**src/rtl/core/knnmv_pkg.sv**
```systemverilog
// Shared widths, register indexes and controller/datapath bundles for the k-NN vote core.
package knnmv_pkg;

	// Fixed field widths.
	localparam int CLS_W      = 4;
	localparam int DIST_W     = 32;
	localparam int K_W        = 5;
	localparam int CFG_IDX_W  = 4;
	localparam int CFG_DATA_W = 32;

	// Configuration register indexes.
	localparam logic [CFG_IDX_W-1:0] CFG_NEIGHBOUR_COUNT = CFG_IDX_W'(0);
	localparam logic [CFG_IDX_W-1:0] CFG_ZERO_THRESHOLD  = CFG_IDX_W'(1);

	// Register reset values.
	localparam logic [K_W-1:0]    K_RESET   = K_W'(5);
	localparam logic [DIST_W-1:0] THR_RESET = '0;

	// Commands from the controller to the datapath.
	typedef struct packed {
		logic insert;
		logic vote_init;
		logic vote_step;
		logic scan_step;
		logic set_exact;
		logic load_out;
	} ctrl_cmd_t;

	// Status from the datapath to the controller.
	typedef struct packed {
		logic exact_hit;
		logic store_empty;
		logic vote_last;
		logic scan_last;
		logic out_free;
	} dp_status_t;

endpackage

```
**src/rtl/core/knnmv_ctrl.sv**
```systemverilog
// Controller state machine sequencing insert, threshold check, voting, class scan and output.
module knnmv_ctrl (
	input  logic                   clk,
	input  logic                   arst_n,
	input  logic                   in_valid,
	input  logic                   in_last,
	output logic                   in_ready,
	input  knnmv_pkg::dp_status_t  status,
	output knnmv_pkg::ctrl_cmd_t   cmd
);

	typedef enum logic [2:0] {
		ST_IDLE,
		ST_CHECK,
		ST_VOTE,
		ST_SCAN,
		ST_LOAD
	} state_t;

	state_t state_q;
	logic   ready_q;
	logic   in_fire;

	assign in_ready = ready_q;
	assign in_fire  = in_valid && ready_q;

	// Command decode from the current state.
	always_comb begin
		cmd = '0;
		unique case (state_q)
			ST_IDLE:  cmd.insert = in_fire;
			ST_CHECK: begin
				cmd.set_exact = status.exact_hit;
				cmd.vote_init = !status.exact_hit;
			end
			ST_VOTE:  cmd.vote_step = 1'b1;
			ST_SCAN:  cmd.scan_step = 1'b1;
			ST_LOAD:  cmd.load_out  = status.out_free;
			default:  cmd = '0;
		endcase
	end

	// State register and registered ready.
	always_ff @(posedge clk or negedge arst_n) begin
		if (!arst_n) begin
			state_q <= ST_IDLE;
			ready_q <= 1'b1;
		end else begin
			unique case (state_q)
				ST_IDLE: begin
					if (in_fire && in_last) begin
						state_q <= ST_CHECK;
						ready_q <= 1'b0;
					end
				end
				ST_CHECK: begin
					if (status.exact_hit) begin
						state_q <= ST_LOAD;
					end else if (status.store_empty) begin
						state_q <= ST_SCAN;
					end else begin
						state_q <= ST_VOTE;
					end
				end
				ST_VOTE: begin
					if (status.vote_last) begin
						state_q <= ST_SCAN;
					end
				end
				ST_SCAN: begin
					if (status.scan_last) begin
						state_q <= ST_LOAD;
					end
				end
				ST_LOAD: begin
					if (status.out_free) begin
						state_q <= ST_IDLE;
						ready_q <= 1'b1;
					end
				end
				default: begin
					state_q <= ST_IDLE;
					ready_q <= 1'b1;
				end
			endcase
		end
	end

	// A new beat is only taken while idle.
	a_ready_idle: assert property (@(posedge clk) disable iff (!arst_n)
		ready_q |-> (state_q == ST_IDLE))
		else $error("input ready outside the idle state");

	// A last beat always starts a decision.
	a_last_starts: assert property (@(posedge clk) disable iff (!arst_n)
		(in_fire && in_last) |=> (state_q == ST_CHECK) && !ready_q)
		else $error("last beat did not start a decision");

	// Output is loaded only when the output register can take it.
	a_load_free: assert property (@(posedge clk) disable iff (!arst_n)
		cmd.load_out |-> status.out_free && (state_q == ST_LOAD))
		else $error("output loaded while occupied");

endmodule

```
**config.mk**
```make
export PLATFORM = sky130hd
export DESIGN_NAME = knnmv_ctrl
export DESIGN_NICKNAME = d
export VERILOG_FILES = /design/src/rtl/core/knnmv_pkg.sv /design/src/rtl/core/knnmv_ctrl.sv
export SDC_FILE = /design/constraint.sdc
export NUM_CORES = 1
export LEC_CHECK = 0
export BUFFER_PORTS_ARGS = -buffer_cell sky130_fd_sc_hd__buf_2
export CORE_AREA = 3 3 40 42
export CTS_CLUSTER_DIAMETER = 80
export DETAILED_ROUTE_END_ITERATION = 8
export DIE_AREA = 0 0 43 45
export GPL_ROUTABILITY_DRIVEN = 0
export HOLD_SLACK_MARGIN = 0.1
export RECOVER_POWER = 100
export SLEW_MARGIN = 25
export SYNTH_ARGS = -nofsm -noshare
export SYNTH_HDL_FRONTEND = slang
export SYNTH_SLANG_ARGS = --single-unit
```
**constraint.sdc**
```tcl
create_clock -name clk -period 1.41 [get_ports clk]
set_input_delay 0.282 -clock clk [delete_from_list [all_inputs] [get_ports clk]]
set_output_delay 0.282 -clock clk [all_outputs]
set_load 0.05 [all_outputs]
```
==> results of run 1 <==
[worst paths after layout]
check | to | slack [ns]
hold reg to reg | in_ready | 0.56
hold / removal | state_q[0] | 0.29
max in group asynchronous | in_ready | 0.76
setup / recovery | cmd[4] | -0.12
min in group asynchronous | state_q[1] | 0.40
setup reg to reg | state_q[0] | 0.12
[power breakdown]
| group | switching [W] | total, W | leakage [nW] | internal (W) |
|---|---|---|---|---|
| Clock | 0.0000558 | 0.000163 | 0.0150 | 0.000107 |
| Combinational | 0.000570 | 0.000981 | 0.177 | 0.000411 |
| Sequential | 0.0000611 | 0.000250 | 0.0459 | 0.000189 |
| Total | 0.000687 | 0.00139 | 0.238 | 0.000707 |
[metrics by stage]
stage	TNS, ns	instance area, sq um	power, W	hold WS (ns)
3_5_place_dp	0	443	0.00109	0.0898
4_1_cts	-0.524	541	0.00138	0.278
5_1_grt	-0.720	547	0.00148	0.285
6_report	-0.415	547	0.00139	0.290
2_1_floorplan	-0.215	332	0.000887	-0.0136
3_3_place_gp	0	443	0.00108	0.0884
[flip-flops by register name, indices dropped and copies added, names as in the netlist]
signal    cells
in_ready      1
state_q       3
[cells in the final DEF, fill, tap and decap left out, types with 2 or more instances in the layout]
| master | instances |
|---|---|
| buf_8 | 2 |
| a311oi_1 | 2 |
| nor3_4 | 3 |
| inv_1 | 3 |
| buf_6 | 4 |
| nor2_4 | 2 |
| clkbuf_1 | 2 |
| clkbuf_4 | 3 |
| buf_4 | 5 |
| buf_2 | 8 |
| dfrtp_2 | 2 |
[cells by family after synthesis]
logic type,count (synthesis),share of synthesized area (%)
flip-flops,4,37.2
AND/OR/NAND/NOR,13,28.0
buffers and inverters,4,5.96
AO/OA/AOI/OAI,8,25.2
multiplexers,1,3.67
[worst max-delay path, cell delays in order, from the launching register on]
cell and delay, ns:
dfrtp_2 0.38, or2b_4 0.31, nor3_4 0.14, buf_6 0.18
[area by class of cell]
class	instances	area, sq um	area share [%]
multi-input combinational	22	220	40.3
inverter	3	11.3	2.06
timing repair buffer	21	166	30.4
tap	15	18.8	3.43
clock buffer	4	26.3	4.81
sequential	4	104	19.0
[layer usage]
layer	up-vias	GRT usage [%]	share of wire (%)
met1	157	10.8	39
li1	159	-	-
met2	14	18.3	52
met4	0	1.81	0
met3	0	5.58	9.1
met5	-	0	0
[repair_timing]
item                       CTS  global route
hold endpoints to repair     4             0
hold buffers                 1             0
resized for setup           16             0
gates cloned                 0             0
setup endpoints to repair    6             6
buffers inserted             1             1
pin swaps                    5             2
==> results.toml, run 1 <==
[clock_tree]
htree_levels = 1
clk_path_buf_depth = 2
clk-insertion-delay-late_ns = 0.24
cts_tree = "yes"
clk_pin_slew_ns = 0.04
cts-buffers-inserted = 3
cts.sink_count = 4
cts-root-buf = "clkbuf_4"

[worst_setup_path]
worstSetupStartpoint = "state_q[0]"
rr_startpoint = "state_q[0]"
critPathCaptureType = "primary output"
path_class = "reg2out"
startpoint_type = "flip-flop"
critical_path_arrival_ns = 1.25
cp.required_ns = 1.13
path_max_fanout = 4
worst-r2r-cell-count = 4

[die]
die_y_um = 45
start_util_pct = 21.2
io_pins = 16
die_x_um = 43
row_count = 13
core-area_sq_um = 1280
fp.dieArea_sq_um = 1940

[sta]
setup_ws_ns = -0.125
hold_viol = 0
worst_pin_slew_ns = 0.253
slew_violations = 0
setup_viol = 6
max_freq_ghz = 0.652
rsz0062_at_grt = "yes"
fin_skew_ns = 0.00672
slew_headroom_pct = 83.0
fin_crit_sh_pct = 109
min_period_ns = 1.53

[finish]
antenna_cells = 0
areaGrowthSynthToFinish_pct = 100
nFillCells = 131
drive_above_1_share_pct = 66.7
post-route-util_pct = 42.6
final_nets = 64
instances_no_fill = 69

[yosys]
synthTopCellsByArea = "dfrtp_1 (28%), dfstp_2 (9.6%), a311oi_1 (6.4%), o32ai_2 (6.0%), nor3_1 (5.5%)"
synthTopCellsByCount = "nor2_1 (4), dfrtp_1 (3), inv_1 (3), nor3_1 (3), a311oi_1 (2)"
async_reset_ff_share_pct = 100
synth-seq-area-share_pct = 37.2
synth_most_common_cell = "nor2_1"
syn_inst = 30
yosys_register_bits = 4
ys_warn_count = 0
yosysUniqueCellTypes = 20
synth-edff-count = 0
avgSynthCellArea_sq_um = 9.09
yosysTopAreaCell = "dfrtp_1"
ys.flop_type = "dfrtp_1"
synth_nets = 39
synth_area_sq_um = 273
yosysTopAreaCellShare_pct = 27.5

[routing]
antenna_left = 0
drcViolationCount = 0
vias = 330
initialDrtViolationCount = 5
avgRoutedWirePerCell_um = 12.5
routed_via_density = 4.78
first_pass_iters = 2
wl_um = 861

[global_route]
gr-total-overflow = 0
first_global_vias = 342
grt_max_degree = 8
antenna_found_initial = 0
grt_usage_pct = 10.2
grt_pass1_wl_mm = 1.46

[power]
p_per_area_nw_per_um2 = 2550
peakVddDrop_mv = 1.24
power_leakage_nw = 0.238

[placed_design]
place_ws_ns = 0.00251
dp_hpwl_um = 628
portBuffers = 15
placed_cells = 62

[flow_run]
cap_violations = 0

[outcome]
violations = "negative setup slack"
status = "complete, but fails checks"

[min_path]
worstHoldStart = "status[1]"
hold_class = "in2reg"
hold_depth = 2
Power figures use the tool's default switching activity.
==> run 2, diff against run 1 <==
- ABC_AREA: default -> 1
==> run 2 against run 1 <==
Against the previous run:
- the flow still finishes with violations (negative setup slack)
- clock power shrank 5%
- worst setup slack gained 0.055 ns
- core utilization grew 1.5 points
- highest routed layer is now met4
- final cell count grew 28%
- combinational power shrank 23%
- final area grew 3.4%
- register-to-register slack lost 0.07 ns
- first-iteration DRC count grew 60%
==> results.toml, run 2 <==
[flow_run]
cap_violations = 0

[yosys]
synth-seq-area-share_pct = 33.2
synthAdderAreaFrac_pct = 0
avgSynthCellArea_sq_um = 6.23
yosys.area_share.simple_pct = 51.2
async_reset_ff_share_pct = 100
synthMuxAreaShare_pct = 0
yosys_register_bits = 4
syn_inst = 49
synth_nets = 58
ys.flop_type = "dfrtp_1"
synth_most_common_cell = "nand2_1"
yosysUniqueCellTypes = 13
synth-xor-area-share_pct = 0
synth_top_family_by_area = "simple AND/OR/NAND/NOR gates"
synth_area_sq_um = 305
synth_compound_area_share_pct = 3.28
synth-edff-count = 0
synthTopCellsByCount = "nand2_1 (18), inv_1 (7), nand3_1 (5), nor2_1 (5)"
synthTopCellsByArea = "dfrtp_1 (25%), nand2_1 (22%), dfstp_2 (8.6%), inv_1 (8.6%), nand3_1 (8.2%)"
yosysTopAreaCell = "dfrtp_1"
yosysTopAreaCellShare_pct = 24.6
ys_warn_count = 0

[routing]
wl_um = 896
initialDrtViolationCount = 8
first_pass_iters = 4
antenna_left = 0
avgRoutedWirePerCell_um = 10.2
drcViolationCount = 0
vias = 401
routed_via_density = 4.56

[sta]
setup_ws_ns = -0.0694
rsz0062_at_grt = "yes"
worst_pin_slew_ns = 0.226
fin_skew_ns = 0.00590
finalSetupTns_ns = -0.268
hold_viol = 0
setup_viol = 6
min_period_ns = 1.48
slew_headroom_pct = 85.0
fin_crit_sh_pct = 105
slew_violations = 0
max_freq_ghz = 0.676

[worst_setup_path]
path_class = "reg2out"
slowest_stage = "dfrtp_2"
slowest_delay_ns = 0.47
worstSetupStartpoint = "state_q[1]"
rr_startpoint = "state_q[1]"
startpoint_type = "flip-flop"
cp.required_ns = 1.13
cp_cell_sequence = "nor4_4 -> buf_6"
path_max_fanout = 6
critPathCaptureType = "primary output"
critical_path_arrival_ns = 1.20

[finish]
largest_register_ffs = 3
regMostFlops = "state_q"
final_nets = 83
final_cell_mix = "nand2_1 (17), buf_2 (7), inv_1 (5), buf_6 (5), buf_4 (5)"
finish.instance_area_sq_um = 566
post-route-util_pct = 44.0
instances_no_fill = 88
antenna_cells = 0
final_common_cell = "nand2_1"
nFillCells = 136
drive_above_1_share_pct = 50.7
areaGrowthSynthToFinish_pct = 85.2

[global_route]
first_global_vias = 400
grt_usage_pct = 10.8
grt_pass1_wl_mm = 1.55
gr-total-overflow = 0
grt_max_degree = 9
antenna_found_initial = 0

[die]
fp.dieArea_sq_um = 1940
die_y_um = 45
io_pins = 16
start_util_pct = 23.8
core-area_sq_um = 1280
die_x_um = 43
row_count = 13

[clock_tree]
clk_pin_slew_ns = 0.04
cts.sink_count = 4
cts-root-buf = "clkbuf_4"
clk_path_buf_depth = 2
clk-insertion-delay-late_ns = 0.23
cts-buffers-inserted = 3
htree_levels = 1
cts_tree = "yes"

[min_path]
worstHoldStart = "status[1]"
hold_class = "in2reg"

[placed_design]
dp_hpwl_um = 600
placed_cells = 79
dpl_cell_area_sq_um = 438
place_ws_ns = 0.0581
portBuffers = 15

[power]
p_per_area_nw_per_um2 = 2100
peakVddDrop_mv = 0.908
power_leakage_nw = 0.291

[outcome]
violations = "negative setup slack"
status = "complete, but fails checks"
run 2: cell count changes after synthesis, moves of 2 or more:
cell      change
nor2_2        +3
nor4_1        +2
nand2_1      +18
inv_1         +4
a311oi_1      -2
nand3_1       +4
nor3_1        -3
run 2: cell families after synthesis:
logic type,count (synthesis)
buffers and inverters,8
flip-flops,4
AND/OR/NAND/NOR,35
AO/OA/AOI/OAI,2
run 2: repair_timing:
action                                  4_1_cts  5_1_grt
hold buffers                                  1        0
hold endpoints to repair                      4        0
endpoints found under the setup margin        6        9
setup buffers                                 3        1
resized for setup                            17        5
pin swaps                                     1        2
run 2: where the power goes:
part | switching (W) | total (W) | internal (W)
clock | 0.0000490 | 0.000155 | 0.000106
combinational | 0.000463 | 0.000759 | 0.000295
sequential | 0.000101 | 0.000274 | 0.000173
run 2: layout make-up:
cell class	count	area, sq um	share of cell area (%)
clock buffer	4	26.3	4.65
inverter	7	28.8	5.09
multi-input combinational	37	221	39.2
sequential	4	105	18.6
tap	15	18.8	3.32
timing repair buffer	21	165	29.2
run 2: metal layers:
metal,global-route usage [%],wire length (um),vias to the layer above
li1,-,-,203
met1,12.0,349,175
met2,17.4,461,19
met3,1.59,45,4
met4,10.8,40,0
met5,0,0,-
run 2: final timing paths:
path	end	slack, ns	cells past startpoint
max in group asynchronous	in_ready	0.76	2
min	state_q[0]	0.33	4
max	cmd[0]	-0.07	2
min reg2reg	in_ready	0.61	3
max reg2reg	state_q[0]	0.05	9
min in group asynchronous	state_q[0]	0.40	2
run 2: worst max-delay path, delay by kind of cell, from the launching register on:
family	cells	cell delay, ns
flops	1	0.47
simple gates	1	0.30
buf+inv	1	0.19
run 2: metrics by stage:
| step | power, W | hold WS, ns |
|---|---|---|
| after floorplan | 0.000753 | -0.0136 |
| after global placement | 0.000850 | 0.0909 |
| after detailed placement | 0.000851 | 0.0904 |
| after CTS | 0.00114 | 0.316 |
| after global routing | 0.00128 | 0.369 |
| final | 0.00119 | 0.330 |
