`src/rtl/core/knnmv_pkg.sv`:
```
// Shared widths, register indexes and controller/datapath bundles for the k-NN vote core.
package knnmv_pkg;

	// Fixed field widths.
	localparam int CLS_W      = 4;
	localparam int DIST_W     = 32;
	localparam int K_W        = 5;
	localparam int CFG_IDX_W  = 4;
	localparam int CFG_DATA_W = 32;

	// Configuration register indexes.
	localparam logic [CFG_IDX_W-1:0] CFG_NEIGHBOUR_COUNT = CFG_IDX_W'(0);
	localparam logic [CFG_IDX_W-1:0] CFG_ZERO_THRESHOLD  = CFG_IDX_W'(1);

	// Register reset values.
	localparam logic [K_W-1:0]    K_RESET   = K_W'(5);
	localparam logic [DIST_W-1:0] THR_RESET = '0;

	// Commands from the controller to the datapath.
	typedef struct packed {
		logic insert;
		logic vote_init;
		logic vote_step;
		logic scan_step;
		logic set_exact;
		logic load_out;
	} ctrl_cmd_t;

	// Status from the datapath to the controller.
	typedef struct packed {
		logic exact_hit;
		logic store_empty;
		logic vote_last;
		logic scan_last;
		logic out_free;
	} dp_status_t;

endpackage

```
`src/rtl/core/knnmv_if.sv`:
```


interface knnmv_result_if;
	logic                              valid;
	logic                              ready;
	logic [knnmv_pkg::CLS_W-1:0]       chosen_class;
	logic                              exact_match;

	modport source (output valid, output chosen_class, output exact_match, input ready);
	modport sink (input valid, input chosen_class, input exact_match, output ready);
endinterface

interface knnmv_cfg_if;
	logic                              valid;
	logic                              ready;
	logic [knnmv_pkg::CFG_IDX_W-1:0]   index;
	logic [knnmv_pkg::CFG_DATA_W-1:0]  data;

	modport source (output valid, output index, output data, input ready);
	modport sink (input valid, input index, input data, output ready);
endinterface

```
`src/rtl/core/knnmv_datapath.sv`:
```
// Datapath: sorted nearest store, vote counters, class scan, config and output registers.
module knnmv_datapath #(
	parameter int MAX_NEIGHBOURS = 16,
	parameter int CLASS_COUNT    = 16
) (
	input  logic                              clk,
	input  logic                              arst_n,
	input  logic [knnmv_pkg::CLS_W-1:0]       in_class,
	input  logic [knnmv_pkg::DIST_W-1:0]      in_dist,
	input  knnmv_pkg::ctrl_cmd_t              cmd,
	output knnmv_pkg::dp_status_t             status,
	knnmv_cfg_if.sink                         cfg,
	knnmv_result_if.source                    result
);

	localparam int CLS_W        = knnmv_pkg::CLS_W;
	localparam int DIST_W       = knnmv_pkg::DIST_W;
	localparam int K_W          = knnmv_pkg::K_W;
	localparam int FILL_W       = $clog2(MAX_NEIGHBOURS + 1);
	localparam int KW           = (FILL_W > K_W) ? FILL_W : K_W;
	localparam int SUM_W        = DIST_W + FILL_W;
	localparam int CLS_RANGE    = 1 << CLS_W;
	localparam int VOTE_CLASSES = (CLASS_COUNT < CLS_RANGE) ? CLASS_COUNT : CLS_RANGE;
	localparam int SCAN_W       = $clog2(VOTE_CLASSES);

	// Configuration registers.
	logic [K_W-1:0]    k_q;
	logic [DIST_W-1:0] thr_q;

	// Sorted store, nearest first.
	logic [DIST_W-1:0] dist_q [MAX_NEIGHBOURS];
	logic [CLS_W-1:0]  cls_q  [MAX_NEIGHBOURS];
	logic [FILL_W-1:0] fill_q;

	logic [DIST_W-1:0] ins_dist   [MAX_NEIGHBOURS];
	logic [CLS_W-1:0]  ins_cls    [MAX_NEIGHBOURS];
	logic [DIST_W-1:0] shift_dist [MAX_NEIGHBOURS];
	logic [CLS_W-1:0]  shift_cls  [MAX_NEIGHBOURS];
	logic [MAX_NEIGHBOURS-1:0] stays;

	// Vote counters and scan state.
	logic [FILL_W-1:0] cnt_q [VOTE_CLASSES];
	logic [SUM_W-1:0]  sum_q [VOTE_CLASSES];
	logic [FILL_W-1:0] rem_q;
	logic [SCAN_W-1:0] scan_q;
	logic [FILL_W-1:0] best_cnt_q;
	logic [SUM_W-1:0]  best_sum_q;
	logic [CLS_W-1:0]  best_cls_q;
	logic              exact_q;

	// Output register.
	logic              out_vld_q;
	logic [CLS_W-1:0]  out_cls_q;
	logic              out_exact_q;

	logic [KW-1:0]     k_ext;
	logic [KW-1:0]     k_min1;
	logic [KW-1:0]     k_cap;
	logic [KW-1:0]     fill_ext;
	logic [FILL_W-1:0] k_eff;
	logic [FILL_W-1:0] scan_cnt;
	logic [SUM_W-1:0]  scan_sum;
	logic              scan_take;

	// Per-entry compare-insert and vote shift paths.
	for (genvar g = 0; g < MAX_NEIGHBOURS; g++) begin : g_entry
		assign stays[g] = (FILL_W'(g) < fill_q) && (dist_q[g] <= in_dist);
		if (g == 0) begin : g_head
			assign ins_dist[g] = stays[g] ? dist_q[g] : in_dist;
			assign ins_cls[g]  = stays[g] ? cls_q[g]  : in_class;
		end else begin : g_body
			assign ins_dist[g] = stays[g] ? dist_q[g] : (stays[g-1] ? in_dist : dist_q[g-1]);
			assign ins_cls[g]  = stays[g] ? cls_q[g]  : (stays[g-1] ? in_class : cls_q[g-1]);
		end
		if (g == MAX_NEIGHBOURS - 1) begin : g_tail
			assign shift_dist[g] = '1;
			assign shift_cls[g]  = '0;
		end else begin : g_mid
			assign shift_dist[g] = dist_q[g+1];
			assign shift_cls[g]  = cls_q[g+1];
		end
	end

	// Effective k: k raised to at least one, then limited to the store depth and the fill.
	always_comb begin
		k_ext    = KW'(k_q);
		k_min1   = (k_ext == '0) ? KW'(1) : k_ext;
		k_cap    = (k_min1 > KW'(MAX_NEIGHBOURS)) ? KW'(MAX_NEIGHBOURS) : k_min1;
		fill_ext = KW'(fill_q);
		k_eff    = FILL_W'((k_cap > fill_ext) ? fill_ext : k_cap);
	end

	// Class scan compare: more votes, then smaller distance sum, then lower index.
	assign scan_cnt  = cnt_q[scan_q];
	assign scan_sum  = sum_q[scan_q];
	assign scan_take = (scan_q == '0) || (scan_cnt > best_cnt_q) ||
		((scan_cnt == best_cnt_q) && (scan_sum < best_sum_q));

	// Status to the controller.
	assign status.exact_hit   = (fill_q != '0) && (dist_q[0] < thr_q);
	assign status.store_empty = (k_eff == '0);
	assign status.vote_last   = (rem_q == FILL_W'(1));
	assign status.scan_last   = (scan_q == SCAN_W'(VOTE_CLASSES - 1));
	assign status.out_free    = !out_vld_q || result.ready;

	// Configuration writes; indexes beyond the list are ignored.
	assign cfg.ready = 1'b1;

	always_ff @(posedge clk or negedge arst_n) begin
		if (!arst_n) begin
			k_q   <= knnmv_pkg::K_RESET;
			thr_q <= knnmv_pkg::THR_RESET;
		end else if (cfg.valid) begin
			unique case (cfg.index)
				knnmv_pkg::CFG_NEIGHBOUR_COUNT: k_q   <= cfg.data[K_W-1:0];
				knnmv_pkg::CFG_ZERO_THRESHOLD:  thr_q <= cfg.data[DIST_W-1:0];
				default: ;
			endcase
		end
	end

	// Store fill count.
	always_ff @(posedge clk or negedge arst_n) begin
		if (!arst_n) begin
			fill_q <= '0;
		end else if (cmd.load_out) begin
			fill_q <= '0;
		end else if (cmd.insert) begin
			if (fill_q != FILL_W'(MAX_NEIGHBOURS)) begin
				fill_q <= fill_q + FILL_W'(1);
			end
		end else if (cmd.vote_step) begin
			if (fill_q != '0) begin
				fill_q <= fill_q - FILL_W'(1);
			end
		end
	end

	// Store entries: insert in sorted order, or shift toward the head while voting.
	always_ff @(posedge clk) begin
		if (cmd.insert) begin
			for (int i = 0; i < MAX_NEIGHBOURS; i++) begin
				dist_q[i] <= ins_dist[i];
				cls_q[i]  <= ins_cls[i];
			end
		end else if (cmd.vote_step) begin
			for (int i = 0; i < MAX_NEIGHBOURS; i++) begin
				dist_q[i] <= shift_dist[i];
				cls_q[i]  <= shift_cls[i];
			end
		end
	end

	// Vote accumulation, one store entry per cycle from the head.
	always_ff @(posedge clk) begin
		if (cmd.vote_init) begin
			for (int j = 0; j < VOTE_CLASSES; j++) begin
				cnt_q[j] <= '0;
				sum_q[j] <= '0;
			end
		end else if (cmd.vote_step) begin
			for (int j = 0; j < VOTE_CLASSES; j++) begin
				if (cls_q[0] == CLS_W'(j)) begin
					cnt_q[j] <= cnt_q[j] + FILL_W'(1);
					sum_q[j] <= sum_q[j] + SUM_W'(dist_q[0]);
				end
			end
		end
	end

	// Vote countdown, class scan and winner registers.
	always_ff @(posedge clk or negedge arst_n) begin
		if (!arst_n) begin
			rem_q  <= '0;
			scan_q <= '0;
		end else if (cmd.vote_init) begin
			rem_q  <= k_eff;
			scan_q <= '0;
		end else begin
			if (cmd.vote_step) begin
				rem_q <= rem_q - FILL_W'(1);
			end
			if (cmd.scan_step) begin
				scan_q <= status.scan_last ? '0 : scan_q + SCAN_W'(1);
			end
		end
	end

	always_ff @(posedge clk) begin
		if (cmd.set_exact) begin
			best_cls_q <= cls_q[0];
			exact_q    <= 1'b1;
		end else if (cmd.vote_init) begin
			exact_q    <= 1'b0;
		end else if (cmd.scan_step && scan_take) begin
			best_cnt_q <= scan_cnt;
			best_sum_q <= scan_sum;
			best_cls_q <= CLS_W'(scan_q);
		end
	end

	// Output register, freed when the result beat is taken.
	always_ff @(posedge clk or negedge arst_n) begin
		if (!arst_n) begin
			out_vld_q <= 1'b0;
		end else if (cmd.load_out) begin
			out_vld_q <= 1'b1;
		end else if (result.ready) begin
			out_vld_q <= 1'b0;
		end
	end

	always_ff @(posedge clk) begin
		if (cmd.load_out) begin
			out_cls_q   <= best_cls_q;
			out_exact_q <= exact_q;
		end
	end

	assign result.valid        = out_vld_q;
	assign result.chosen_class = out_cls_q;
	assign result.exact_match  = out_exact_q;

	// The fill count never passes the store depth.
	a_fill_bound: assert property (@(posedge clk) disable iff (!arst_n)
		fill_q <= FILL_W'(MAX_NEIGHBOURS))
		else $error("store fill count beyond depth");

	// Valid store entries stay sorted by distance.
	for (genvar g = 0; g < MAX_NEIGHBOURS - 1; g++) begin : g_sorted
		a_sorted: assert property (@(posedge clk) disable iff (!arst_n)
			(FILL_W'(g + 1) < fill_q) |-> (dist_q[g] <= dist_q[g+1]))
			else $error("store entries out of order");
	end

	// Voting never runs past the selected neighbours.
	a_vote_count: assert property (@(posedge clk) disable iff (!arst_n)
		cmd.vote_step |-> (rem_q != '0))
		else $error("vote step with no neighbour left");

	// Loading a result empties the store and presents the result.
	a_load_clear: assert property (@(posedge clk) disable iff (!arst_n)
		cmd.load_out |=> (fill_q == '0) && out_vld_q)
		else $error("result load did not clear the store");

endmodule
```
`src/flat_wrapper.sv`:
```
// flat-port wrapper written by rule: the top's interface ports become plain ports
module knnmv_datapath_flat 
#(
	parameter int MAX_NEIGHBOURS = 16,
	parameter int CLASS_COUNT    = 16
)
  (clk, arst_n, in_class, in_dist, cmd, status, cfg_valid, cfg_index, cfg_data, cfg_ready, result_valid, result_chosen_class, result_exact_match, result_ready);
  knnmv_cfg_if cfg_i ();
  knnmv_result_if result_i ();
  input  logic clk;
  input  logic arst_n;
  input  logic [knnmv_pkg::CLS_W-1:0] in_class;
  input  logic [knnmv_pkg::DIST_W-1:0] in_dist;
  input  knnmv_pkg::ctrl_cmd_t cmd;
  output knnmv_pkg::dp_status_t status;
  input wire logic [$bits(cfg_i.valid)-1:0] cfg_valid;
  input wire logic [$bits(cfg_i.index)-1:0] cfg_index;
  input wire logic [$bits(cfg_i.data)-1:0] cfg_data;
  output wire logic [$bits(cfg_i.ready)-1:0] cfg_ready;
  output wire logic [$bits(result_i.valid)-1:0] result_valid;
  output wire logic [$bits(result_i.chosen_class)-1:0] result_chosen_class;
  output wire logic [$bits(result_i.exact_match)-1:0] result_exact_match;
  input wire logic [$bits(result_i.ready)-1:0] result_ready;
  assign cfg_i.valid = cfg_valid;
  assign cfg_i.index = cfg_index;
  assign cfg_i.data = cfg_data;
  assign cfg_ready = cfg_i.ready;
  assign result_valid = result_i.valid;
  assign result_chosen_class = result_i.chosen_class;
  assign result_exact_match = result_i.exact_match;
  assign result_i.ready = result_ready;
  knnmv_datapath #(.MAX_NEIGHBOURS(MAX_NEIGHBOURS), .CLASS_COUNT(CLASS_COUNT)) u_core (.clk(clk), .arst_n(arst_n), .in_class(in_class), .in_dist(in_dist), .cmd(cmd), .status(status), .cfg(cfg_i), .result(result_i));
endmodule
```
`config.mk`:
```
export PLATFORM = sky130hd
export DESIGN_NAME = knnmv_datapath_flat
export DESIGN_NICKNAME = d
export VERILOG_FILES = /design/src/rtl/core/knnmv_pkg.sv /design/src/rtl/core/knnmv_if.sv /design/src/rtl/core/knnmv_datapath.sv /design/src/flat_wrapper.sv
export SDC_FILE = /design/constraint.sdc
export NUM_CORES = 2
export LEC_CHECK = 0
export CORE_UTILIZATION = 35
export CTS_CLUSTER_SIZE = 24
export DETAILED_ROUTE_END_ITERATION = 6
export DONT_BUFFER_PORTS = 1
export GPL_TIMING_DRIVEN = 0
export SYNTH_ARGS = -nofsm -noshare
export SYNTH_HDL_FRONTEND = slang
export SYNTH_SLANG_ARGS = --single-unit
```
`constraint.sdc`:
```
create_clock -name clk -period 18.78 [get_ports clk]
set_input_delay 3.756 -clock clk [delete_from_list [all_inputs] [get_ports clk]]
set_output_delay 3.756 -clock clk [all_outputs]
set_load 0.01 [all_outputs]
```
==> results.txt <==
unrepaired setup endpoints after global routing: no
DR vias/cell: 6.06
critical path peak fanout: 30
critical path buffer and inverter count: 4
CTS Buf Count: 169
Slew Limit Fails: 21
status: finished, violations left
mean cell area of the mapped netlist: 10.4 um^2
Final min period: 8.86 ns
endpoints failing setup: 0
met3 wire len: 39200 um
WHS Path Cells: 0
Comb power frac: 49.5%
Clock power frac: 18.7%
cell family with most CP delay: buffers and inverters
Cell Chain, Critical Path: inv_1, ha_1, nand4_1, nor3_1, o21ai_0, o211ai_1, a31o_2, a21o_1, clkbuf_1, clkbuf_1, nor2_1, nor2_4, buf_12
clk_lat worst skew: 0.88 ns
internal cell power: 9.91 mW
Worst Slack Setup Final: 9.92 ns
Post-synth top flop: edfxtp_1
Hold Path End: u_core.result.exact_match
Max Cap Violations: 2
DRC: 0
yosys warns: 0
GRT overflow: 0
Initial DRC Count: 9472
synthesized cell area: 99500 um^2
CP dominant cell by count: clkbuf_1
port buffer count: 0
Worst R2R Path Depth: 17
detailed placer's ending HPWL: 299000 um
Initial Utilization: 35.2%
Worst Min Path Start: u_core.exact_q
Yosys reg bits: 1352
Worst EP arrival: 9.41 ns
most area-hungry cell type in the Yosys netlist: edfxtp_1
Post-DP Area: 107000 um^2
cts hold-fix bufs: 0
Filler cells: 27.4k
post-CTS setup buffer count: 0
PD cells: 155 nW/um^2
Lkg Pwr: 46.5 nW
Final Hold Viols: 0
Area growth, synth to finish: 12.5%
gpl congestion: 0.985
Post-layout nets: 11.1k
CP peak stage delay: 0.83 ns
Die Wd: 535 um
placeable core region: 283000 um^2
ANT nets after route: 0
actual slew at the worst max-slew pin: 1.51 ns
violated checks: max-capacitance violations, max-slew violations
final period utilization: 47.2%
CTS tree: built
htree depth: 4
first-pass GRT wire length: 547000 um
wl on met1: 152000 um
Syn Nets: 10.8k
hold_ws: 0.435 ns
switching share of total power: 42.9%
cell count after synthesis: 9607
initial antenna violation count: 26
Switch Pwr: 7.45 mW
register-to-register setup slack: 11.61 ns
relative slew slack: -0.788%
Worst VDD drop: 0.0937 mV
Die Y: 535 um
Crit Path Category: input pin to flop
vias in the first global route: 80.7k
GRT Util Overall: 25.9%
Design Area, Final: 112000 um^2
path type of the worst min-delay path: flop to flop
sequential power share: 31.7%
Vias: 83.3k
row count: 195
pre-CTS WS: 9.30 ns
Met2 Wirelength: 164000 um
WL/cell: 27.7 um
CTS-repair resized insts: 0
CP endpoint kind: flop
pin count of the biggest net entering global routing: 53
largest cells by area after synthesis: edfxtp_1 (39%), ha_1 (14%), mux4_2 (4.8%)
Reg-to-Reg End: u_core.best_sum_q[25]
launching point of the worst reg2reg path: u_core.scan_q[1]
clk_skew: 0.0681 ns
layout cells sized above 1: 6.92%
Cell variety after synth: 100
Worst Path Required: 19.33 ns
CTS Sinks: 1352
Longest Clk Path Bufs: 4
DR pass1 iterations: 6
Critical Path Start Type: input pin
highest-delay cell along the critical path: inv_1
post-route setup TNS: 0 ns
final wirelength: 381000 um
Max Fclk: 113 MHz
Post-synth EDFFs: 1299
Worst-path clk slew: 0.06 ns
Power, Total: 17.4 mW
I/O Pins: 94
post-synthesis sequential area ratio: 40.5%
Synth async-reset ratio: 3.85%
die area: 287000 um^2
highest metal used: met5
top cell type's share of synthesized area: 39.2%
clock root buffer: clkbuf_16
## synth_stat cells (32+ instances only)
library cell and count:
ha_1 1125, inv_1 268, o21bai_1 64, a21o_1 505
nand2_1 678, and2_1 40, dfrtp_1 50, edfxtp_1 1299
clkbuf_1 314, mux2i_1 464, xnor2_1 241, nand3_1 174
mux2_2 39, buf_1 48, nand4_1 171, a21oi_1 787
nand2b_1 113, mux4_2 210, nor3_1 143, nor2b_1 153
xor2_1 259, nor4_1 34, a31oi_1 45, or3_1 32
o211ai_1 72, a211oi_1 66, and3_1 64, o21a_1 90
nor2_1 1007, o21ai_0 680
## per-layer routing
layer  track usage (%)  vias up
met3              5.85      886
met1              33.5    41200
met2              39.6     4451
met4              15.0       26
li1                  -    36800
met5                 0        -
## metrics by stage
| step | std cells | utilization (%) |
|---|---|---|
| global placement | 13400 | 36.9 |
| floorplan | 9607 | - |
| finish | 13800 | 39.6 |
| detailed placement | 13400 | 37.8 |
| global route | 13700 | 39.6 |
| CTS | 13700 | 39.6 |
## worst max path at each step
| stage | start | end | cells past startpoint |
|---|---|---|---|
| 2_1_floorplan | in_dist[1] | u_core.cls_q[0][10] | 14 |
| 6_report | in_dist[25] | u_core.dist_q[0][1] | 13 |
| 3_5_place_dp | in_dist[31] | u_core.dist_q[3][1] | 13 |
| 3_3_place_gp | in_dist[15] | u_core.dist_q[2][27] | 12 |
| 4_1_cts | in_dist[31] | u_core.dist_q[3][5] | 13 |
| 5_1_grt | in_dist[31] | u_core.dist_q[3][2] | 13 |
## placed cells by master, fill, tap and decap left out, drive strengths merged, types with 15 or more instances in the layout
cell type and n:
xor2 259, clkbuf 520, o31a 15, o21a 90, clkinv 74, nor4 34
fa 16, inv 272, nor2 1008, nand2 678, xnor2 241, a211oi 68
o21ai 698, a21boi 22, dfrtp 50, o221ai 16, nor2b 155, a21o 505
nand4 171, or3 32, nand2b 113, mux2i 464, and3 65, nor3 143
a31oi 46, edfxtp 1299, and2 41, o31ai 19, nor3b 28, a221oi 22
mux4 210, o21bai 65, buf 169, o211ai 73, a21oi 788, nand3 175
mux2 39, ha 1125, and4 18
## cells by family after synthesis
family / Yosys count / share of synthesized area, %
mux: 713 / 9.86
flops: 1352 / 40.5
fa+ha+maj: 1141 / 14.5
simple gates: 2701 / 12.5
buf+inv: 656 / 2.51
xor+xnor: 500 / 4.40
compound gates: 2543 / 15.7
other cells: 1 / 0.00377
## cell type report
type	instances	area (um^2)	area share (%)
well taps	3743	4680	4.18
repair buffers	96	2270	2.03
multi-input cells	7599	57000	50.9
clock inverters	90	726	0.648
flip-flops and latches	1352	40300	36.0
diodes	12	30.0	0.0268
inverters	268	1010	0.898
plain buffers	388	1500	1.34
clock buffers	205	4450	3.97
## power groups by stage
stage / logic (mW) / registers, mW / clock network (mW)
after floorplan: 5.82 / 5.11 / 0
after global placement: 7.52 / 5.81 / 0
after detailed placement: 8.35 / 5.50 / 0
after CTS: 8.41 / 5.45 / 3.27
after global routing: 9.33 / 5.55 / 3.38
final: 8.60 / 5.51 / 3.25
## sequential cells by signal (all words and copies together), names as in the netlist, 5 cells and up
register	flops
u_core.dist_q	512
u_core.cnt_q	80
u_core.cls_q	64
u_core.fill_ext	5
u_core.thr_q	32
u_core.best_sum_q	37
u_core.sum_q	592
u_core.k_ext	5
u_core.rem_q	5
u_core.best_cnt_q	5
## worst reg2reg max path, stage by stage, from the launching register on
cell	delay [ns]
dfrtp_1	0.35
clkbuf_1	0.60
clkbuf_1	0.88
clkbuf_1	1.17
mux4_2	0.61
mux4_2	0.61
ha_1	0.23
a21oi_1	0.14
nor2b_1	0.06
o21ai_0	0.13
nand2b_1	0.08
a221oi_1	0.29
o221ai_1	0.20
nor2_1	0.44
nor3_1	0.12
o22a_1	0.26
nor2_4	0.37
buf_12	0.28
(Power assumes the default switching activity.)
